<file path="src/atan2_polynomial_approx_defines.svh">
// ----------------------------------------------------------------------------
// atan2 approximation: assertion macros
// Shared concurrent assertion forms, clocked on clk and disabled in reset.
// ----------------------------------------------------------------------------
`ifndef ATAN2_POLYNOMIAL_APPROX_DEFINES_SVH
`define ATAN2_POLYNOMIAL_APPROX_DEFINES_SVH

// The consequent must hold in the same cycle as the antecedent.
`define ATAN2PA_ASSERT_IMPL(lbl, ante, cons) \
	lbl: assert property (@(posedge clk) disable iff (!arst_n) (ante) |-> (cons)) \
		else $error("atan2 approximation: same-cycle check failed");

// The consequent must hold in the cycle after the antecedent.
`define ATAN2PA_ASSERT_NEXT(lbl, ante, cons) \
	lbl: assert property (@(posedge clk) disable iff (!arst_n) (ante) |=> (cons)) \
		else $error("atan2 approximation: next-cycle check failed");

`endif

</file>
<file path="src/atan2pa_pkg.sv">
// ----------------------------------------------------------------------------
// atan2 approximation package
// Formats, polynomial coefficients, angle constants and payload types.
// ----------------------------------------------------------------------------
package atan2pa_pkg;

	localparam int IN_WIDTH        = 16;
	localparam int ANGLE_FRAC_BITS = 13;
	localparam int ANGLE_WIDTH     = ANGLE_FRAC_BITS + 3;
	localparam int ANGLE_SHIFT     = 30 - ANGLE_FRAC_BITS;

	// Ratio z is Q0.16, produced DIV_STEP_BITS quotient bits per divider stage.
	localparam int RATIO_BITS    = 16;
	localparam int DIV_STEP_BITS = 4;

	// Polynomial coefficients in Q2.30.
	localparam logic signed [31:0] COEF_A1 = 32'sd1073597943;
	localparam logic signed [31:0] COEF_A3 = -32'sd354656388;
	localparam logic signed [31:0] COEF_A5 = 32'sd193424926;
	localparam logic signed [31:0] COEF_A7 = -32'sd91410863;
	localparam logic signed [31:0] COEF_A9 = 32'sd22371518;

	// Angles in Q2.30; bit 33 stays clear so they can be used as signed.
	localparam logic [33:0] Q30_PI      = 34'd3373259426;
	localparam logic [33:0] Q30_HALF_PI = 34'd1686629713;

	localparam logic [32:0] ROUND_HALF = 33'(1) << (ANGLE_SHIFT - 1);
	localparam logic [32:0] PI_CODE    = 33'((Q30_PI + 34'(ROUND_HALF)) >> ANGLE_SHIFT);

	typedef struct packed {
		logic signed [IN_WIDTH-1:0] x_coord;
		logic signed [IN_WIDTH-1:0] y_coord;
	} sample_t;

	typedef struct packed {
		logic signed [ANGLE_WIDTH-1:0] angle;
		logic                          zero_input;
	} result_t;

	// Octant and quadrant information that rides along with the ratio.
	typedef struct packed {
		logic zero;
		logic invert;
		logic x_neg;
		logic y_neg;
	} side_t;

endpackage

</file>
<file path="src/atan2pa_fold.sv">
// ----------------------------------------------------------------------------
// atan2 approximation: octant fold and output rounding
// Maps the first-octant angle to the full circle, rounds, saturates, signs.
// ----------------------------------------------------------------------------
`include "atan2_polynomial_approx_defines.svh"

module atan2pa_fold (
	input  logic                 clk,
	input  logic                 arst_n,
	input  logic                 up_valid,
	output logic                 up_ready,
	input  logic signed [31:0]   th,
	input  atan2pa_pkg::side_t   up_side,
	output logic                 dn_valid,
	input  logic                 dn_ready,
	output atan2pa_pkg::result_t result
);

	localparam int AW = atan2pa_pkg::ANGLE_WIDTH;

	logic                 vld_s1, vld_s2;
	logic                 en_s1, en_s2;
	logic [31:0]          mag30_s1;
	atan2pa_pkg::side_t   side_s1;
	atan2pa_pkg::result_t res_s2;

	logic signed [33:0] th1, th2;
	logic [32:0]        rsum, rmag, smag;
	logic [AW-1:0]      mag_o;

	assign en_s2 = !vld_s2 || dn_ready;
	assign en_s1 = !vld_s1 || en_s2;

	always_comb begin
		th1 = up_side.invert ? $signed(atan2pa_pkg::Q30_HALF_PI) - 34'(th) : 34'(th);
		th2 = up_side.x_neg  ? $signed(atan2pa_pkg::Q30_PI) - th1 : th1;
		if (th2 < 0) begin
			th2 = '0;
		end
	end

	// Rounding is done on the magnitude so that the sign of y is symmetric.
	always_comb begin
		rsum  = {1'b0, mag30_s1} + atan2pa_pkg::ROUND_HALF;
		rmag  = rsum >> atan2pa_pkg::ANGLE_SHIFT;
		smag  = (rmag > atan2pa_pkg::PI_CODE) ? atan2pa_pkg::PI_CODE : rmag;
		mag_o = smag[AW-1:0];
	end

	always_ff @(posedge clk or negedge arst_n) begin
		if (!arst_n) begin
			vld_s1 <= 1'b0;
			vld_s2 <= 1'b0;
		end else begin
			if (en_s1) begin
				vld_s1 <= up_valid;
			end
			if (en_s2) begin
				vld_s2 <= vld_s1;
			end
		end
	end

	always_ff @(posedge clk) begin
		if (en_s1) begin
			mag30_s1 <= th2[31:0];
			side_s1  <= up_side;
		end
		if (en_s2) begin
			if (side_s1.zero) begin
				res_s2.angle      <= '0;
				res_s2.zero_input <= 1'b1;
			end else begin
				res_s2.angle      <= side_s1.y_neg ? $signed(-mag_o) : $signed(mag_o);
				res_s2.zero_input <= 1'b0;
			end
		end
	end

	assign up_ready = en_s1;
	assign dn_valid = vld_s2;
	assign result   = res_s2;

	`ATAN2PA_ASSERT_NEXT(a_zero_result, en_s2 && vld_s1 && side_s1.zero,
		vld_s2 && res_s2.zero_input && (res_s2.angle == '0))

endmodule

</file>
<file path="config.mk">
export PLATFORM = sky130hd
export DESIGN_NAME = atan2pa_fold
export DESIGN_NICKNAME = d
export VERILOG_FILES = /design/src/atan2pa_pkg.sv /design/src/atan2pa_fold.sv
export VERILOG_INCLUDE_DIRS = /design/src /design/src/src
export SDC_FILE = /design/constraint.sdc
export NUM_CORES = 1
export LEC_CHECK = 0
export ABC_AREA = 0
export BUFFER_PORTS_ARGS = -buffer_cell sky130_fd_sc_hd__buf_4
export CORE_AREA = 2 2 117 73
export CTS_BUF_LIST = sky130_fd_sc_hd__clkbuf_8 sky130_fd_sc_hd__clkbuf_16
export DETAILED_ROUTE_END_ITERATION = 10
export DIE_AREA = 0 0 119 75
export PLACE_DENSITY_LB_ADDON = 0.1
export SLEW_MARGIN = 25
export SYNTH_ARGS = -nofsm -noshare
export SYNTH_HDL_FRONTEND = slang
export SYNTH_SLANG_ARGS = --single-unit
export TNS_END_PERCENT = 1
</file>
<file path="constraint.sdc">
create_clock -name clk -period 8.1 [get_ports clk]
set_clock_uncertainty 0.05 [all_clocks]
set_input_delay 0.405 -clock clk [delete_from_list [all_inputs] [get_ports clk]]
set_output_delay 0.405 -clock clk [all_outputs]
set_load 0.03 [all_outputs]
</file>
* Word level (Yosys, flattened, before mapping)
Cells that the tools add are included.
** Word-level totals
- Register bits :: 53
- Input port bits :: 40
- Output and inout bits :: 19
- Word-level logic and storage cells :: 22
** Operators by class
- Add/sub/neg operators :: 4
- Order comparisons :: 2
- Mux-type cells :: 5
- Reductions and logical operators :: 4
** Operator list (count)
- two-way mux 34 bit :: 2
- < comparator 34 x 1 -> 1 bit, second input constant :: 1
- subtractor 33 x 34 -> 34 bit, first input constant :: 1
- adder 32 x 17 -> 33 bit, second input constant :: 1
- subtractor 32 x 32 -> 33 bit, first input constant :: 1
- two-way mux 16 bit :: 2
- > comparator 16 x 15 -> 1 bit, second input constant :: 1
- negator 16 bit :: 1
- zero test 1 bit :: 2
- logical OR 1 bit :: 2
- two-way mux 1 bit :: 1

* Longest topological paths before layout
Gate-level depths: netlist (run 1).
- Word-level depth :: 5
- Depth in mapped cells :: 15
- Gate-level depth less buffers :: 14

* Worst setup path after synthesis (run 1)
OpenSTA, ideal clock, no wires.
- Path type :: register to register
- From :: register mag30_s1[16]
- To :: register res_s2, in the netlist result[15] (data pin)
- Library setup time :: 170 ps
- Arrival :: 3666 ps
- Data required time :: 7880 ps
- Setup slack :: 4214 ps
- Stages on the path, launching flop included :: 16
- Buffers on the path :: 1
- Clock period less this slack :: 3886 ps
- Cells stage by stage :: edfxtp_1 -> ha_1 -> nand4_2 -> o2111a_1 -> a211oi_1 -> a221oi_2 -> o21bai_2 -> o32a_1 -> clkbuf_1 -> nand2b_1 -> ha_1 -> nand3_1 -> nor4b_4 -> nand4_1 -> mux2_1 -> o32ai_2
** On the way
- Cells in the longest elaborated chain, start to end :: 5
** RTL lines
- start: declaration :: RTL line atan2pa_fold.sv:23 : logic [31:0] mag30_s1;
- start signal: assignment :: RTL line atan2pa_fold.sv:66 : mag30_s1 <= th2[31:0];
- adder 32 x 17 -> 33 bit (*) :: RTL line atan2pa_fold.sv:44 : rsum = {1'b0, mag30_s1} + atan2pa_pkg::ROUND_HALF;
- > comparator 16 x 15 -> 1 bit :: RTL line atan2pa_fold.sv:46 : smag = (rmag > atan2pa_pkg::PI_CODE) ? atan2pa_pkg::PI_CODE : rmag;
- two-way mux 16 bit (*) :: RTL line atan2pa_fold.sv:46
- negator 16 bit :: RTL line atan2pa_fold.sv:74 : res_s2.angle <= side_s1.y_neg ? $signed(-mag_o) : $signed(mag_o);
- two-way mux 16 bit (*) :: RTL line atan2pa_fold.sv:74
- end: declaration :: RTL line atan2pa_fold.sv:25 : atan2pa_pkg::result_t res_s2;
Mark *: on every way between the ends. The rest lies on a longest branch, timed or not.
A chain may end at the register's enable or synchronous reset.

* Final worst setup path (run 1)
- From :: register mag30_s1[20]
- To :: register res_s2, in the netlist result[15] (data pin)
The elaborated chain is that of the path after synthesis.

==> summary.md, run 1 <==
| Metric | Value |
|---|---|
| CP delay by family, top | `compound AO/OA/AOI/OAI gates` |
| Post-DP HPWL | `9.00 mm` |
| Chip height | `75 µm` |
| Synth warnings | `0` |
| Cell accounting for the most synthesized area | `edfxtp_1` |
| Row cnt | `25` |
| Status | `completed` |
| Distinct cell type count after synthesis | `95` |
| Arrival @ worst endpoint | `4660 ps` |
| Final cycle utilization of the critical path | `56.8%` |
| Via/cell ratio | `6.56` |
| Detail-routed net length per standard cell | `16.6 µm` |
| Post-synth EDFFs | `35` |
| Startpoint types | `flip-flop` |
| Syn Nets | `614` |
| Non-Filler Cell Area, Final | `0.00516 mm²` |
| Ports | `59` |
| Critical path endpoint category | `flip-flop` |
| Clock-pin slew on the worst setup and hold paths | `60 ps` |
| Clk sinks | `37` |
| Peak VDD IR | `111 µV` |
| Final setup fails | `0` |
| CTS resizes | `0` |
| Crit path time final | `4600 ps` |
| I/O Buffers | `58` |
| CP required | `8160 ps` |
| Fmax | `0.217 GHz` |
| Synthesis-to-layout area growth | `11.9%` |
| Clock Tree Root | `clkbuf_16` |
| All-Layer GR Usage | `26.6%` |
| Leakage | `1.85 nW` |
| Clk buf depth | `2` |
| H-tree Lvls | `2` |
| Worst-skew pair later-pin latency | `280 ps` |
| P per Cell Area | `162 mW/mm²` |
| Flops & latches, synth | `37` |
| Final setup TNS | `0 ps` |
| CP Class | `flip-flop to flip-flop` |
| Post-synth top area share | `22.8%` |
| Post-Syn Instances | `571` |
| Worst Hold Class | `input pin to flip-flop` |
| Post-DP Area | `0.00499 mm²` |
| Number of global-route vias before repair | `3927` |
| Most common cell after layout, fill and taps aside | `buf_4` |
| Cell area after synthesis | `0.00461 mm²` |
| CTS buffer count | `5` |
| Register area share after synthesis | `23.9%` |
| Area contributors post-synth | `edfxtp_1 (23%), xnor2_1 (4.9%), nand2_1 (4.3%)` |
| CTS tree | `done` |
| Antenna Nets Post-Route | `0` |
| Layout cell share with drive strength beyond 1 | `19.8%` |
| 1st-pass router iterations | `6` |
| Worst slew pin tran | `1010 ps` |
| RSZ-0062 raised after global routing | `no` |
| Hold Fails Final Rpt | `0` |
| # diodes | `0` |
| FFs w/ async S/R, synth | `5.41%` |
| Total die area | `0.00893 mm²` |
| CP Cell Sequence | `nand4_2 > o2111a_1 > a211oi_1 > a221oi_2 > o21bai_2 > o32a_1 > nand2b_1 > ha_1 > nand3_1 > nor4b_4 > nand4_1 > mux2_1 > o32ai_2` |
| Core area | `0.00779 mm²` |
| Pin count of the biggest net entering global routing | `41` |
| Total grt overflow | `0` |
| Max_cap viols | `0` |
| Mapped Avg Cell Area | `8.07 µm²` |
| Residual DRC | `0` |
| Max FO, Critical Path | `15` |
| Slew Viols, Final | `0` |
| Most used DFF post-synth | `edfxtp_1` |
| Total Wirelength | `11.7 mm` |
| CP max-delay cell | `edfxtp_1` |
| First-pass GRT wire length | `19.3 mm` |
| Max incr delay on CP | `640 ps` |
| Final #Nets | `643` |
| Chip Width | `119 µm` |
| Most frequent cells in the layout | `buf_4 (58), nand2_1 (53), nor2_1 (38)` |
| Initial Util | `59.2%` |
| DR vias | `4643` |
| Placer congestion estimate | `0.915` |
| Buf/Inv on CP | `0` |
| Initial antenna violation count | `0` |
| Max_slew headroom | `32.5%` |
| Iteration-0 DRC count of the detailed router | `601` |
synth_stat cells, types with 13 or more instances:
master    instances
a211oi_1         14
nor2_1           38
edfxtp_1         35
nand2_1          53
xor2_1           15
nor3_1           28
xnor2_1          26
nand3_1          19
clkbuf_1         13
buf_2            13
o21ai_0          31
a21oi_1          34
inv_1            22
kinds of logic (layout without fill, tap and decap cells):
group / Yosys count / in the layout / share of synthesized area [%]
fa+ha+maj: 3 / 3 / 0.814
simple gates: 245 / 245 / 30.3
flops: 37 / 37 / 23.9
compound gates: 181 / 181 / 30.2
xor+xnor: 41 / 41 / 7.79
mux: 4 / 4 / 0.950
buf+inv: 60 / 89 / 6.00
layout make-up:
cell class,count,area (µm²)
Clock inverter,2,35.0
Inverter,23,86.3
Multi-Input combinational cell,474,3230
Clock buffer,5,125
Tap cell,108,135
Sequential cell,37,1100
Timing Repair Buffer,59,445
Fill cell,649,2630
per-layer routing:
layer,GRT usage [%],part of all wire (%),wire [µm],up-vias
met2,39.3,41,4860,203
li1,-,-,-,2219
met5,0,0,0,-
met1,39.5,49,5720,2213
met4,4.10,0.39,46,0
met3,7.42,9.4,1100,8
final timing paths:
check / start / end / slack [ps] / cells after the start
min reg2reg: vld_s1$_DFFE_PN0P_ / dn_valid$_DFFE_PN0P_ / 430 / 1
max: mag30_s1[20]$_SDFFCE_PP0P_ / result[15]$_SDFFCE_PP0P_ / 3500 / 13
max in group asynchronous: arst_n / vld_s1$_DFFE_PN0P_ / 7530 / 2
min in group asynchronous: arst_n / dn_valid$_DFFE_PN0P_ / 380 / 2
max reg2reg: mag30_s1[20]$_SDFFCE_PP0P_ / result[15]$_SDFFCE_PP0P_ / 3500 / 13
min: up_side[3] / side_s1[3]$_DFFE_PP_ / 240 / 1
timing repair:
| action | CTS | global route |
|---|---|---|
| endpoints found under the setup margin | 0 | 0 |
| hold buffers | 1 | 0 |
| setup buffers | 0 | 0 |
| endpoints found under the hold margin | 2 | 0 |
metrics by stage:
step	util [%]	instances	power (mW)	setup slack [ps]	hold slack, ps
after global routing	66.3	708	0.882	3160	241
after global placement	64.1	700	0.607	3850	138
after floorplan	-	571	0.525	4210	59.4
after CTS	66.3	708	0.833	3590	241
final	66.3	708	0.836	3500	243
after detailed placement	64.1	700	0.615	3620	138
where the power goes:
part	switching [mW]	internal, mW	leakage [nW]
Sequential	0.0353	0.251	0.389
Combinational	0.205	0.128	1.38
Clock	0.0733	0.143	0.0797
Total	0.314	0.522	1.85
flip-flops by register name, indices dropped and copies added (netlist names):
register  cells
dn_valid      1
vld_s1        1
result       17
side_s1       2
mag30_s1     16
Power figures use the tool's default switching activity.
==> run 2: changes to the inputs <==
==> constraint.sdc (replaced) <==
create_clock -name clk -period 4.65 [get_ports clk]
set_clock_uncertainty 0.05 [all_clocks]
set_input_delay 0.2325 -clock clk [delete_from_list [all_inputs] [get_ports clk]]
set_output_delay 0.2325 -clock clk [all_outputs]
set_load 0.03 [all_outputs]
==> run 2 against run 1 <==
Critical path depth increased by 1. Clock-buffer cell count unchanged. Register-to-register slack got worse by 3200 ps. Maximum frequency increased by 5.9%. Setup slack got worse by 3200 ps. Sequential cell count unchanged. Sequential share of layout area decreased by 0.28 points. Utilization increased by 0.87 points. Non-clock buffer count increased by 5. Highest routed layer unchanged.
==> summary.md, run 2 (synthesis results as in run 1) <==
| Metric | Value |
|---|---|
| Status | `completed` |
| Clk buf depth | `2` |
| Final cycle utilization of the critical path | `93.4%` |
| Net switching power | `0.559 mW` |
| Via/cell ratio | `6.59` |
| H-tree Lvls | `2` |
| P per Cell Area | `293 mW/mm²` |
| Reg-to-reg endpoint | `result[15]$_SDFFCE_PP0P_` |
| RSZ-0062 raised after global routing | `no` |
| CP delay by family, top | `compound AO/OA/AOI/OAI gates` |
| Iteration-0 DRC count of the detailed router | `637` |
| Max_cap viols | `0` |
| Final #Nets | `648` |
| Detail-routed net length per standard cell | `16.9 µm` |
| Worst slew pin tran | `996 ps` |
| Logic gate share of total power | `38.7%` |
| Row cnt | `25` |
| Slew Viols, Final | `0` |
| Initial antenna violation count | `0` |
| Clock share of power | `29.0%` |
| Number of global-route vias before repair | `4064` |
| Internal | `0.973 mW` |
| Startpoint types | `flip-flop` |
| Leakage | `1.89 nW` |
| Non-Filler Cell Area, Final | `0.00523 mm²` |
| CTS tree | `done` |
| CP max-delay cell | `o21bai_2` |
| CP most frequent cell | `ha_1` |
| I/O Buffers | `58` |
| Max_slew headroom | `33.3%` |
| First-pass GRT wire length | `19.8 mm` |
| Critical path endpoint category | `flip-flop` |
| Total grt overflow | `0` |
| Max FO, Critical Path | `9` |
| Clk sinks | `37` |
| CP Cell Sequence | `ha_1 > nand4_2 > o2111a_1 > a211oi_1 > a221oi_2 > o21bai_2 > o32a_1 > nand2b_1 > ha_1 > nand3_1 > nor4b_4 > nand4_1 > mux2_1 > o32ai_2` |
| Pin count of the biggest net entering global routing | `41` |
| Clock Tree Root | `clkbuf_16` |
| Most frequent cells in the layout | `buf_4 (63), nand2_1 (53), nor2_1 (38)` |
| CP required | `4720 ps` |
| Final setup TNS | `0 ps` |
| Residual DRC | `0` |
| WHS Endpoint | `side_s1[3]$_DFFE_PP_` |
| Synthesis-to-layout area growth | `13.4%` |
| Sequential share of power | `32.3%` |
| Initial Util | `59.2%` |
| Largest register FFs | `17` |
| Flop2flop setup slack | `310 ps` |
| Chip height | `75 µm` |
| DR vias | `4702` |
| Most common cell after layout, fill and taps aside | `buf_4` |
| Core area | `0.00779 mm²` |
| Hold Fails Final Rpt | `0` |
| Switching share of power | `36.5%` |
| CTS buffer count | `5` |
| Placer congestion estimate | `0.911` |
| # diodes | `0` |
| Hold Crit Depth | `1` |
| Arrival @ worst endpoint | `4410 ps` |
| Fmax | `0.230 GHz` |
| Final setup fails | `0` |
| Worst Hold Class | `input pin to flip-flop` |
| Post-DP Area | `0.00501 mm²` |
| Reg2reg path depth | `14` |
| Buf/Inv on CP | `0` |
| Reg-to-reg startpoint | `mag30_s1[16]$_SDFFCE_PP0P_` |
| Worst-skew pair later-pin latency | `290 ps` |
| CP Class | `flip-flop to flip-flop` |
| Min-delay src | `up_side[3]` |
| Peak VDD IR | `203 µV` |
| Antenna Nets Post-Route | `0` |
| 1st-pass router iterations | `6` |
| Max incr delay on CP | `400 ps` |
| Total Wirelength | `12.1 mm` |
| Layout cell share with drive strength beyond 1 | `20.6%` |
| Crit path time final | `4340 ps` |
| Total die area | `0.00893 mm²` |
| All-Layer GR Usage | `27.3%` |
| Clock-pin slew on the worst setup and hold paths | `60 ps` |
| Post-DP HPWL | `9.16 mm` |
| Ports | `59` |
| Chip Width | `119 µm` |
## run 2: cell types whose count changed in the layout (fill, tap and decap cells not counted)
| cell | change |
|---|---|
| buf_4 | +5 |
| bufinv_16 | +1 |
## run 2: stage by stage
stage                     worst slack [ps]  util [%]  hold WS, ps  total power [mW]  instances
after floorplan                        764         -         -113             0.915        571
after global placement                 588      64.3        -33.9              1.06        702
after detailed placement               339      64.3        -33.9              1.07        702
after CTS                              304      66.8         62.2              1.52        711
after global routing                  87.6      67.1         63.6              1.61        714
final                                  306      67.1         68.6              1.53        714
## run 2: worst max-delay path by stage
stage,cells after the start,to,startpoint,slack (ps)
after floorplan,15,result[15]$_SDFFCE_PP0P_,mag30_s1[16]$_SDFFCE_PP0P_,760
after CTS,13,result[15]$_SDFFCE_PP0P_,mag30_s1[20]$_SDFFCE_PP0P_,300
final,14,result[15]$_SDFFCE_PP0P_,mag30_s1[16]$_SDFFCE_PP0P_,310
after detailed placement,13,result[15]$_SDFFCE_PP0P_,mag30_s1[20]$_SDFFCE_PP0P_,340
after global routing,14,result[15]$_SDFFCE_PP0P_,mag30_s1[16]$_SDFFCE_PP0P_,90
after global placement,13,result[15]$_SDFFCE_PP0P_,mag30_s1[20]$_SDFFCE_PP0P_,590
## run 2: layer usage
| layer | global-route usage (%) | vias up | routed length (µm) |
|---|---|---|---|
| met5 | 0 | - | 0 |
| met4 | 4.23 | 0 | 82 |
| li1 | - | 2236 | - |
| met1 | 40.3 | 2231 | 5840 |
| met2 | 41.5 | 226 | 5020 |
| met3 | 6.36 | 9 | 1130 |
## run 2: area by class of cell
type | instances | area [µm²]
inverter | 23 | 86.3
tap | 108 | 135
sequential | 37 | 1100
clock inverter | 3 | 65.1
timing repair buffer | 64 | 483
fill | 655 | 2560
multi-input combinational | 474 | 3230
clock buffer | 5 | 125
## run 2: power groups by stage
stage / combinational [mW] / clock [mW] / sequential [mW]
2_1_floorplan: 0.388 / 0 / 0.527
3_3_place_gp: 0.561 / 0 / 0.498
3_5_place_dp: 0.572 / 0 / 0.501
4_1_cts: 0.577 / 0.449 / 0.495
5_1_grt: 0.647 / 0.458 / 0.503
6_report: 0.593 / 0.444 / 0.495
## run 2: what timing repair did
item | 4_1_cts | 5_1_grt
setup endpoints to repair | 0 | 1
setup buffers | 0 | 3
hold endpoints to repair | 2 | 0
gates resized for setup | 0 | 0
hold buffers | 1 | 0
