[config.mk]
export PLATFORM = sky130hd
export DESIGN_NAME = atan2pa_ratio_div
export DESIGN_NICKNAME = d
export VERILOG_FILES = /design/src/atan2pa_pkg.sv /design/src/atan2pa_ratio_div.sv
export VERILOG_INCLUDE_DIRS = /design/src /design/src/src
export SDC_FILE = /design/constraint.sdc
export NUM_CORES = 1
export LEC_CHECK = 0
export BUFFER_PORTS_ARGS = -buffer_cell sky130_fd_sc_hd__buf_4
export CAP_MARGIN = 20
export CORE_MARGIN = 1.5
export CORE_UTILIZATION = 30
export DETAILED_ROUTE_END_ITERATION = 12
export HOLD_SLACK_MARGIN = 0.15
export SYNTH_ARGS = -nofsm -noshare
export SYNTH_HDL_FRONTEND = slang
export SYNTH_SLANG_ARGS = --single-unit
[constraint.sdc]
create_clock -name clk -period 17.7 [get_ports clk]
set_input_delay 0 -clock clk [delete_from_list [all_inputs] [get_ports clk]]
set_output_delay 0 -clock clk [all_outputs]
set_load 0.1 [all_outputs]
[src/atan2_polynomial_approx_defines.svh]
// ----------------------------------------------------------------------------
// atan2 approximation: assertion macros
// Shared concurrent assertion forms, clocked on clk and disabled in reset.
// ----------------------------------------------------------------------------
`ifndef ATAN2_POLYNOMIAL_APPROX_DEFINES_SVH
`define ATAN2_POLYNOMIAL_APPROX_DEFINES_SVH

// The consequent must hold in the same cycle as the antecedent.
`define ATAN2PA_ASSERT_IMPL(lbl, ante, cons) \
	lbl: assert property (@(posedge clk) disable iff (!arst_n) (ante) |-> (cons)) \
		else $error("atan2 approximation: same-cycle check failed");

// The consequent must hold in the cycle after the antecedent.
`define ATAN2PA_ASSERT_NEXT(lbl, ante, cons) \
	lbl: assert property (@(posedge clk) disable iff (!arst_n) (ante) |=> (cons)) \
		else $error("atan2 approximation: next-cycle check failed");

`endif

[src/atan2pa_pkg.sv]
// ----------------------------------------------------------------------------
// atan2 approximation package
// Formats, polynomial coefficients, angle constants and payload types.
// ----------------------------------------------------------------------------
package atan2pa_pkg;

	localparam int IN_WIDTH        = 16;
	localparam int ANGLE_FRAC_BITS = 13;
	localparam int ANGLE_WIDTH     = ANGLE_FRAC_BITS + 3;
	localparam int ANGLE_SHIFT     = 30 - ANGLE_FRAC_BITS;

	// Ratio z is Q0.16, produced DIV_STEP_BITS quotient bits per divider stage.
	localparam int RATIO_BITS    = 16;
	localparam int DIV_STEP_BITS = 4;

	// Polynomial coefficients in Q2.30.
	localparam logic signed [31:0] COEF_A1 = 32'sd1073597943;
	localparam logic signed [31:0] COEF_A3 = -32'sd354656388;
	localparam logic signed [31:0] COEF_A5 = 32'sd193424926;
	localparam logic signed [31:0] COEF_A7 = -32'sd91410863;
	localparam logic signed [31:0] COEF_A9 = 32'sd22371518;

	// Angles in Q2.30; bit 33 stays clear so they can be used as signed.
	localparam logic [33:0] Q30_PI      = 34'd3373259426;
	localparam logic [33:0] Q30_HALF_PI = 34'd1686629713;

	localparam logic [32:0] ROUND_HALF = 33'(1) << (ANGLE_SHIFT - 1);
	localparam logic [32:0] PI_CODE    = 33'((Q30_PI + 34'(ROUND_HALF)) >> ANGLE_SHIFT);

	typedef struct packed {
		logic signed [IN_WIDTH-1:0] x_coord;
		logic signed [IN_WIDTH-1:0] y_coord;
	} sample_t;

	typedef struct packed {
		logic signed [ANGLE_WIDTH-1:0] angle;
		logic                          zero_input;
	} result_t;

	// Octant and quadrant information that rides along with the ratio.
	typedef struct packed {
		logic zero;
		logic invert;
		logic x_neg;
		logic y_neg;
	} side_t;

endpackage

[src/atan2pa_ratio_div.sv]
// ----------------------------------------------------------------------------
// atan2 approximation: pipelined ratio divider
// Restoring division min/max into a Q0.16 ratio, STEP_BITS bits per stage.
// ----------------------------------------------------------------------------
`include "atan2_polynomial_approx_defines.svh"

module atan2pa_ratio_div #(
	parameter int STEP_BITS = atan2pa_pkg::DIV_STEP_BITS
) (
	input  logic                               clk,
	input  logic                               arst_n,
	input  logic                               up_valid,
	output logic                               up_ready,
	input  logic [atan2pa_pkg::IN_WIDTH-1:0]   mn,
	input  logic [atan2pa_pkg::IN_WIDTH-1:0]   mx,
	input  atan2pa_pkg::side_t                 up_side,
	output logic                               dn_valid,
	input  logic                               dn_ready,
	output logic [atan2pa_pkg::RATIO_BITS-1:0] z,
	output atan2pa_pkg::side_t                 dn_side
);

	localparam int W      = atan2pa_pkg::IN_WIDTH;
	localparam int QB     = atan2pa_pkg::RATIO_BITS;
	localparam int STAGES = QB / STEP_BITS;

	typedef struct packed {
		logic [W:0]         rem;
		logic [W-1:0]       den;
		logic [QB-1:0]      quo;
		atan2pa_pkg::side_t side;
	} div_t;

	// The remainder never exceeds the divisor, which is at most 2^(W-1), so the
	// doubled remainder fits in W+1 bits. Equal operands give all ones.
	function automatic div_t div_step(div_t d);
		div_t       r;
		logic [W:0] sh;
		r = d;
		for (int i = 0; i < STEP_BITS; i++) begin
			sh = {r.rem[W-1:0], 1'b0};
			if (sh >= {1'b0, r.den}) begin
				r.rem = sh - {1'b0, r.den};
				r.quo = {r.quo[QB-2:0], 1'b1};
			end else begin
				r.rem = sh;
				r.quo = {r.quo[QB-2:0], 1'b0};
			end
		end
		return r;
	endfunction

	div_t div_s [STAGES];
	div_t src_d [STAGES];
	logic src_v [STAGES];
	logic vld_s [STAGES];
	logic en_s  [STAGES];

	for (genvar k = 0; k < STAGES; k++) begin : g_stage
		if (k == 0) begin : g_first
			always_comb begin
				src_d[k].rem  = {1'b0, mn};
				src_d[k].den  = mx;
				src_d[k].quo  = '0;
				src_d[k].side = up_side;
				src_v[k]      = up_valid;
			end
		end else begin : g_next
			assign src_d[k] = div_s[k-1];
			assign src_v[k] = vld_s[k-1];
		end

		if (k == STAGES - 1) begin : g_last_en
			assign en_s[k] = !vld_s[k] || dn_ready;
		end else begin : g_mid_en
			assign en_s[k] = !vld_s[k] || en_s[k+1];
		end

		always_ff @(posedge clk or negedge arst_n) begin
			if (!arst_n) begin
				vld_s[k] <= 1'b0;
			end else if (en_s[k]) begin
				vld_s[k] <= src_v[k];
			end
		end

		always_ff @(posedge clk) begin
			if (en_s[k]) begin
				div_s[k] <= div_step(src_d[k]);
			end
		end
	end

	assign up_ready = en_s[0];
	assign dn_valid = vld_s[STAGES-1];
	assign z        = div_s[STAGES-1].quo;
	assign dn_side  = div_s[STAGES-1].side;

	`ATAN2PA_ASSERT_IMPL(a_rem_bound, vld_s[STAGES-1],
		div_s[STAGES-1].rem <= {1'b0, div_s[STAGES-1].den})

endmodule

Yosys cells after proc, flatten, opt, wreduce, memory -nomap -nowiden
Memory sizes are Yosys's and may differ from the RTL's. Cells that the tools add are included. Widths: inputs -> output; s select.

Register bits after elaboration: 4. Latch bits: 0. RAM bits: 212. Bits in read-only memories: 0. Input bits: 40. Output and inout bits: 22. Logic and storage cells: 105. Memories kept: 1.

Memory list: div_s (depth 4, width 53, read ports 4, clocked after memory_dff 0, wr ports 4, RTL line atan2pa_ratio_div.sv:53) `div_t div_s [STAGES];`.

Add/sub/neg operators: 16. Multipliers: 0. Divide/modulo/power cells: 0. Order comparisons: 16. Eq/ne operators: 0. Shift-type cells: 0. Multiplexer cells: 60. Bitwise gates (word level): 0. Reduce and logical (&&, ||, !) cells: 8.

Operator list (count): $mux 16 (28); $ge 17x16->1 (16); $sub 16x16->16 (12); $mux 17 (8); $sub 17x16->17 (4); $mux 1 (24); $logic_not 1->1 (4); $logic_or 1x1->1 (4).

Depth between registers and ports, before layout
Gate-level depths: netlist of run 1.

Depth after elaboration: 15. Gate-level depth with buffers: 47. Depth with buffers taken out: 43.

Worst setup path after synthesis of run 1
OpenSTA, ideal clock, no wires.

Path type: flip-flop to flip-flop. From: memory div_s[1][20] in the netlist's numbering. To: memory div_s[2][44] in the netlist's numbering, data pin. Arrival time: 9728 ps. Required time: 17440 ps. Slack: 7712 ps. Cell stages (with the launch flop): 41. Path buffers: 5. Path through: edfxtp_1 clkbuf_1 inv_1 fa_1 a211o_1 a211oi_1 o21bai_1 a21oi_1 mux2i_1 o41ai_1 o21ai_0 ha_1 o41a_1 o31a_1 o31a_1 nor3_2 buf_2 mux2_2 [5 not listed] inv_1 nor3_1 inv_2 buf_2 mux2_2 ha_1 clkbuf_1 a21oi_1 nor2b_1 o21ai_0 a31oi_1 a2111oi_0 o21ai_0 nor2_1 o31ai_1 a21boi_2 buf_4 mux2_2.

RTL lines (RTL line): start, declared (atan2pa_ratio_div.sv:53).

==> key figures, run 1 <==
Run status
  • Status: finished clean

Global route
  • Vias in the first global route: 15700
  • GRT Total Usage: 16.5%
  • Initial antenna violation count: 0
  • First-pass GRT wire length: 83.7 mm
  • GRT overflow: 0
  • Pin count of the biggest net entering global routing: 46

Timing
  • Slew HR: 28.4%
  • Slew @ Worst Pin: 1.07 ns
  • RSZ-0062 raised after global routing: false
  • F_max: 0.0848 GHz
  • Setup TNS: 0 ns
  • Final Hold Viols: 0
  • Final Max Tran Viols: 0
  • Fin crit period: 11.79 ns
  • Setup Skew: 0.0183 ns
  • Fin crit share: 66.6%
  • Setup violators final: 0

Critical path
  • Setup CP Type: flop to flop
  • Buffers and inverters on the worst path: 5
  • CP top delay family: compound AO/OA/AOI/OAI gates
  • Cells on worst reg2reg path: 40
  • WP data required: 17.91 ns
  • Critical-path top delay cell: a21boi_2
  • Worst Path Arrival: 12.00 ns
  • Worst flop-to-flop path startpoint: div_s[1][21]
  • CP startpoint kind: flop
  • Setup crit end kind: flop
  • Critical path depth: 40
  • R2r setup slk: 5.91 ns
  • R2R Path End: div_s[2][49]
  • Critical Path Max Stage Delay: 0.78 ns
  • Critical path peak fanout: 24

Final layout
  • Register Area: 4660 um2
  • Fraction of layout cells with a size suffix above 1: 13.5%
  • Nets: 2446
  • Antenna Cells: 0
  • Area growth, synth to finish: 11.7%
  • Multi-input combinational cell area: 13500 um2
  • Fillers: 6303

Yosys
  • Main flop type after synthesis: edfxtp_1
  • Syn_area_per_cell: 9.03 um2
  • Leading area contributor after synthesis: edfxtp_1
  • Gate Count Post-Synth: 2082
  • Mapped cell area: 18800 um2
  • Yosys warnings: 0
  • Fraction of synthesis flops using an asynchronous set or reset pin: 2.56%
  • Area contributors post-synth: edfxtp_1, ha_1, mux2_2
  • Seq/Total Area, Yosys: 24.8%
  • Mapped Nets: 2370
  • FF+latch count, synth: 156
  • Share of the synthesized area in the top cell type: 24.3%
  • Number of synthesized flops with an enable pin: 152
  • Post-synthesis cell type count: 87

Floorplan
  • Die span in x: 253 um
  • Num rows: 91
  • CORE AREA: 61800 um2
  • Starting Density: 30.4%
  • Die area: 64200 um2
  • IO Pins: 62
  • Die H: 253 um

CTS
  • TritonCTS clock tree: yes
  • Clk_lat worst skew: 0.48 ns
  • Clock sink total: 156
  • Clock transition at path regs: 0.08 ns
  • CTS H-tree lvls: 4
  • Root buffer cell: clkbuf_16
  • CTS max path bufs: 2
  • Total CTS buffers: 17

Routing
  • First-pass DRT Iterations: 5
  • Final WL: 52.4 mm
  • 1st-iter DRT viols: 1047
  • Vias post-DR: 16000
  • Vias/cell: 5.34
  • Routed len/inst: 17.4 um
  • Remaining antenna violation count: 0
  • Drt drc: 0

Place
  • RePlAce Congestion: 0.911
  • Dpl hpwl: 42.5 mm
  • IO Port Bufs: 61

Min path
  • Min-Delay Endpoint: div_s[0][35]
  • Hold crit path type: primary input to flop
  • Min-Delay Path Depth: 2
  • HP Start: mx[15]

Run
  • MaxCap Viol Count: 0
-- worst reg2reg max path, delay by kind of cell, from the launching register on --
kind / cells / cell delay, ns
AND/OR/NAND/NOR: 7 / 1.70
adder cells (fa/ha/maj): 4 / 1.43
multiplexers: 3 / 1.16
flip-flops: 1 / 0.51
buffers and inverters: 5 / 1.23
AO/OA/AOI/OAI: 21 / 5.50
-- worst max-delay path by stage --
stage                 startpoint           end  slack, ns
floorplan           div_s[1][20]  div_s[2][44]       7.71
global placement    div_s[1][20]  div_s[2][44]       6.26
detailed placement  div_s[1][21]  div_s[2][50]       6.00
CTS                 div_s[1][21]  div_s[2][50]       5.95
global route        div_s[1][32]  div_s[2][45]       5.00
finish              div_s[1][21]  div_s[2][49]       5.91
-- registers in the layout, summed over array words and instances, names as in the netlist --
name / flops
dn_valid: 1
div_s: 152
src_v: 3
-- metrics by stage --
stage | cells | cell area, um2 | hold slack (ns) | util (%) | setup WS (ns)
after floorplan | 2082 | 18800 | -0.296 | - | 7.71
after global placement | 2951 | 20200 | -0.201 | 32.6 | 6.26
after detailed placement | 2951 | 20200 | -0.200 | 32.6 | 6.00
after CTS | 3008 | 21000 | 0.207 | 34.0 | 5.95
after global routing | 3008 | 21000 | 0.231 | 34.0 | 5.00
final | 3008 | 21000 | 0.250 | 34.0 | 5.91
-- area by class of cell --
class | count | share of cell area (%)
multi-input cells | 1764 | 64.2
flip-flops and latches | 156 | 22.2
well taps | 837 | 4.99
repair buffers | 92 | 3.59
inverters | 127 | 2.28
clock buffers | 17 | 2.03
clock inverters | 15 | 0.709
-- synth_stat cells, types with 13 or more instances --
| cell | n |
|---|---|
| a211oi_1 | 25 |
| a21o_1 | 80 |
| a21oi_1 | 161 |
| a31oi_1 | 19 |
| and3_1 | 19 |
| clkbuf_1 | 19 |
| edfxtp_1 | 152 |
| ha_1 | 244 |
| inv_1 | 121 |
| mux2_2 | 141 |
| nand2_1 | 123 |
| nand2b_1 | 24 |
| nand3_1 | 41 |
| nand4_1 | 35 |
| nor2_1 | 147 |
| nor2b_1 | 27 |
| nor3_1 | 48 |
| o211ai_1 | 18 |
| o21a_1 | 53 |
| o21ai_0 | 114 |
| o21bai_1 | 28 |
| o31ai_1 | 16 |
| or2_2 | 13 |
| or3_1 | 21 |
| xnor2_1 | 110 |
| xor2_1 | 68 |
-- logic make-up (layout without fill, tap and decap cells) --
family          after synthesis  in the layout  synth area share (%)
compound gates              630            630                  22.5
simple gates                546            546                  14.3
fa+ha+maj                   248            248                  16.7
xor+xnor                    178            178                  8.29
mux                         162            162                  9.87
buf+inv                     162            251                  3.52
flops                       156            156                  24.8
-- layer usage --
| layer | share of wire (%) | vias to the layer above | global-route usage, % |
|---|---|---|---|
| li1 | - | 8015 | - |
| met1 | 45 | 7633 | 20.9 |
| met2 | 48 | 315 | 28.1 |
| met3 | 3.8 | 86 | 2.55 |
| met4 | 3.0 | 0 | 6.11 |
| met5 | 0 | - | 0 |
-- layout by cell type (no fill, tap or decap), types with 16 or more instances in the layout --
cell           synthesis  final
o21ai_0              114    114
nand2b_1              24     24
buf_4                  3     67
nand4_1               35     35
nor2b_1               27     27
nor3_1                48     48
o21bai_1              28     28
inv_1                121    121
a31oi_1               19     19
xnor2_1              110    110
nor2_1               147    147
o211ai_1              18     18
o21a_1                53     53
a21o_1                80     80
xor2_1                68     68
nand2_1              123    122
ha_1                 244    244
dlygate4sd3_1          0     25
clkbuf_16              0     17
edfxtp_1             152    152
and3_1                19     19
or3_1                 21     21
nand3_1               41     40
o31ai_1               16     16
a211oi_1              25     25
a21oi_1              161    161
mux2_2               141    141
-- repair_timing --
item | CTS | global route
gates resized for setup | 0 | 0
hold buffers | 25 | 0
endpoints found under the hold margin | 37 | 0
setup endpoints to repair | 0 | 0
buffers inserted | 0 | 0
Power of run 1 is left out: the tool's default activity adds up to more than one toggle a clock period on the data nets, which glitch-free logic cannot reach.
==> run 2: changes to the inputs <==
--- a/config.mk
+++ b/config.mk
@@ -6,6 +6,7 @@
 export SDC_FILE = /design/constraint.sdc
 export NUM_CORES = 1
 export LEC_CHECK = 0
+export ABC_AREA = 1
 export BUFFER_PORTS_ARGS = -buffer_cell sky130_fd_sc_hd__buf_4
 export CAP_MARGIN = 20
 export CORE_MARGIN = 1.5
==> constraint.sdc (replaced) <==
create_clock -name clk -period 12.3 [get_ports clk]
set_input_delay 0 -clock clk [delete_from_list [all_inputs] [get_ports clk]]
set_output_delay 0 -clock clk [all_outputs]
set_load 0.1 [all_outputs]
==> key figures, run 2 <==
Yosys
  • Leading area contributor after synthesis: edfxtp_1 (unchanged)
  • Yosys warnings: 0 (unchanged)
  • Share of the synthesized area in the top cell type: 23.3% (was 24.3%)
  • Gate Count Post-Synth: 2778 (was 2082)
  • Fraction of synthesis flops using an asynchronous set or reset pin: 2.56% (unchanged)
  • Count leader, synth: nand2_1 (was ha_1)
  • Number of synthesized flops with an enable pin: 152 (unchanged)
  • Syn_area_per_cell: 7.04 um2 (was 9.03 um2)
  • Post-synth top cells: nand2_1, inv_1, ha_1 (was ha_1, a21oi_1, edfxtp_1)
  • FF+latch count, synth: 156 (unchanged)
  • Mapped cell area: 19600 um2 (was 18800 um2)
  • Mapped Nets: 3066 (was 2370)
  • Post-synthesis cell type count: 58 (was 87)
  • Seq/Total Area, Yosys: 23.9% (was 24.8%)
  • Main flop type after synthesis: edfxtp_1 (unchanged)
  • Area contributors post-synth: edfxtp_1, nand2_1, ha_1 (was edfxtp_1, ha_1, mux2_2)

Critical path
  • R2r setup slk: 3.54 ns (was 5.91 ns)
  • Cells on worst reg2reg path: 44 (was 40)
  • Setup CP Type: flop to flop (unchanged)
  • Setup crit end kind: flop (unchanged)
  • Critical path peak fanout: 25 (was 24)
  • WP data required: 12.51 ns (was 17.91 ns)
  • R2R Path End: div_s[2][37] (was div_s[2][49])
  • Worst setup path end: div_s[2][37] (was div_s[2][49])
  • Worst flop-to-flop path startpoint: div_s[1][34] (was div_s[1][21])
  • CP startpoint: div_s[1][34] (was div_s[1][21])
  • Most used cell along the critical path: nand2_1
  • Critical-path top delay cell: nor2_4 (was a21boi_2)
  • Worst Path Arrival: 8.98 ns (was 12.00 ns)
  • Critical Path Max Stage Delay: 0.53 ns (was 0.78 ns)
  • CP startpoint kind: flop (unchanged)

Floorplan
  • Die area: 66700 um2 (was 64200 um2)
  • Die H: 258 um (was 253 um)
  • Die span in x: 258 um (was 253 um)
  • Num rows: 93 (was 91)
  • CORE AREA: 64500 um2 (was 61800 um2)
  • Starting Density: 30.3% (was 30.4%)
  • IO Pins: 62 (unchanged)

CTS
  • Root buffer cell: clkbuf_16 (unchanged)
  • CTS max path bufs: 2 (unchanged)
  • Clock sink total: 156 (unchanged)
  • Clock transition at path regs: 0.07 ns (was 0.08 ns)
  • CTS H-tree lvls: 4 (unchanged)
  • Total CTS buffers: 17 (unchanged)
  • CTS resizes: 0 (unchanged)
  • Clk_lat worst skew: 0.47 ns (was 0.48 ns)
  • Post-CTS Setup Inserts: 0 (unchanged)
  • TritonCTS clock tree: yes (unchanged)

Routing
  • Vias/cell: 4.83 (was 5.34)
  • Drt drc: 0 (unchanged)
  • Routed len/inst: 14.7 um (was 17.4 um)
  • DR top layer: met4 (unchanged)
  • Remaining antenna violation count: 0 (unchanged)
  • Final WL: 54.7 mm (was 52.4 mm)
  • Vias post-DR: 18000 (was 16000)
  • First-pass DRT Iterations: 6 (was 5)
  • Met3 routed WL: 1.89 mm (was 1.98 mm)
  • Met2 WL: 25.1 mm (was 25.0 mm)
  • 1st-iter DRT viols: 1365 (was 1047)
  • Routed length on met1: 26.7 mm (was 23.8 mm)

Timing
  • Slew HR: 53.8% (was 28.4%)
  • Setup Skew: 0.0157 ns (was 0.0183 ns)
  • RSZ-0062 raised after global routing: false (unchanged)
  • Slew @ Worst Pin: 0.693 ns (was 1.07 ns)
  • Fin crit share: 71.2% (was 66.6%)
  • Final Max Tran Viols: 0 (unchanged)
  • Setup TNS: 0 ns (unchanged)
  • F_max: 0.114 GHz (was 0.0848 GHz)
  • Final Hold Viols: 0 (unchanged)
  • Fin crit period: 8.76 ns (was 11.79 ns)
  • Setup violators final: 0 (unchanged)

Global route
  • Vias in the first global route: 16800 (was 15700)
  • GRT overflow: 0 (unchanged)
  • Initial antenna violation count: 0 (unchanged)
  • Pin count of the biggest net entering global routing: 50 (was 46)
  • GRT Total Usage: 16.5% (about the same)
  • First-pass GRT wire length: 88.1 mm (was 83.7 mm)

Run status
  • Status: finished clean (unchanged)

Final layout
  • Most common cell after layout, fill and taps aside: nand2_1 (was ha_1)
  • Antenna Cells: 0 (unchanged)
  • Number of flip-flops in the largest register: 152 (unchanged)
  • Biggest register: div_s (unchanged)
  • Area growth, synth to finish: 10.8% (was 11.7%)
  • Nets: 3135 (was 2446)
  • Multi-input combinational cell area: 13400 um2 (was 13500 um2)
  • Fillers: 6931 (was 6303)
  • Register Area: 4660 um2 (unchanged)
  • Fraction of layout cells with a size suffix above 1: 8.46% (was 13.5%)
  • Most frequent cells in the layout: nand2_1, inv_1, ha_1, a21oi_1, nor2_1 (was ha_1, a21oi_1, edfxtp_1, nor2_1, mux2_2)

Place
  • IO Port Bufs: 61 (unchanged)
  • RePlAce Congestion: 0.913 (was 0.911)
  • Dpl hpwl: 45.0 mm (was 42.5 mm)

Min path
  • Hold crit path type: primary input to flop (unchanged)

Run
  • MaxCap Viol Count: 0 (unchanged)
[run 2: cell count changes after synthesis, moves of 26 or more]
cell / change
a21o_1: -60
inv_1: +164
nor3_1: -26
nand2_2: +33
o21a_1: -47
nand2_1: +772
nand3_1: +97
mux2_2: -141
o21ai_1: +34
a21oi_1: +46
nor2b_1: -27
[run 2: layout make-up]
type | instances | area share [%]
Clock buffer | 17 | 1.96
Sequential cell | 156 | 21.5
Clock inverter | 15 | 0.895
Timing Repair Buffer | 89 | 3.46
Tap cell | 855 | 4.94
Inverter | 308 | 5.37
Multi-Input combinational cell | 2275 | 61.8
[run 2: worst max-delay path, delay by kind of cell (launching register included)]
family | cells | cell delay [ns]
simple gates | 26 | 4.09
compound gates | 10 | 1.52
fa+ha+maj | 4 | 1.44
buf+inv | 4 | 0.93
flops | 1 | 0.49
[run 2: worst min-delay path by stage]
stage,startpoint,end,slack (ns),cells past startpoint
after floorplan,arst_n,dn_valid,-0.30,0
after global placement,arst_n,src_v[2],-0.20,1
after detailed placement,arst_n,src_v[2],-0.20,1
after CTS,dn_ready,dn_valid,0.16,5
after global routing,dn_ready,dn_valid,0.21,5
final,dn_ready,dn_valid,0.17,5
[run 2: cells by family after synthesis]
group / share of synthesized area [%]
and+or+nand+nor: 30.7
xor gates and xnor gates: 8.60
adders and majority gates: 16.0
buffers and inverters: 7.61
DFF: 23.9
AOI/OAI and AO/OA: 13.2
[run 2: layer usage]
metal	vias up	global-route usage, %
met4	0	4.63
met1	8125	22.3
met2	357	27.6
met5	-	0
li1	9411	-
met3	57	1.85
[run 2: what timing repair did]
item | 4_1_cts | 5_1_grt
hold buffers | 23 | 0
hold endpoints to repair | 27 | 0
endpoints found under the setup margin | 0 | 0
[run 2: per-stage QoR]
stage,cell area [um2],util (%),hold slack (ns),setup WS (ns),cells
after global routing,21700,33.6,0.214,2.65,3715
final,21700,33.6,0.167,3.54,3715
after floorplan,19600,-,-0.296,5.28,2778
after global placement,20800,32.2,-0.200,3.68,3658
after CTS,21600,33.6,0.161,3.59,3713
after detailed placement,20800,32.2,-0.199,3.62,3658
Power of run 2 is left out for the same reason.
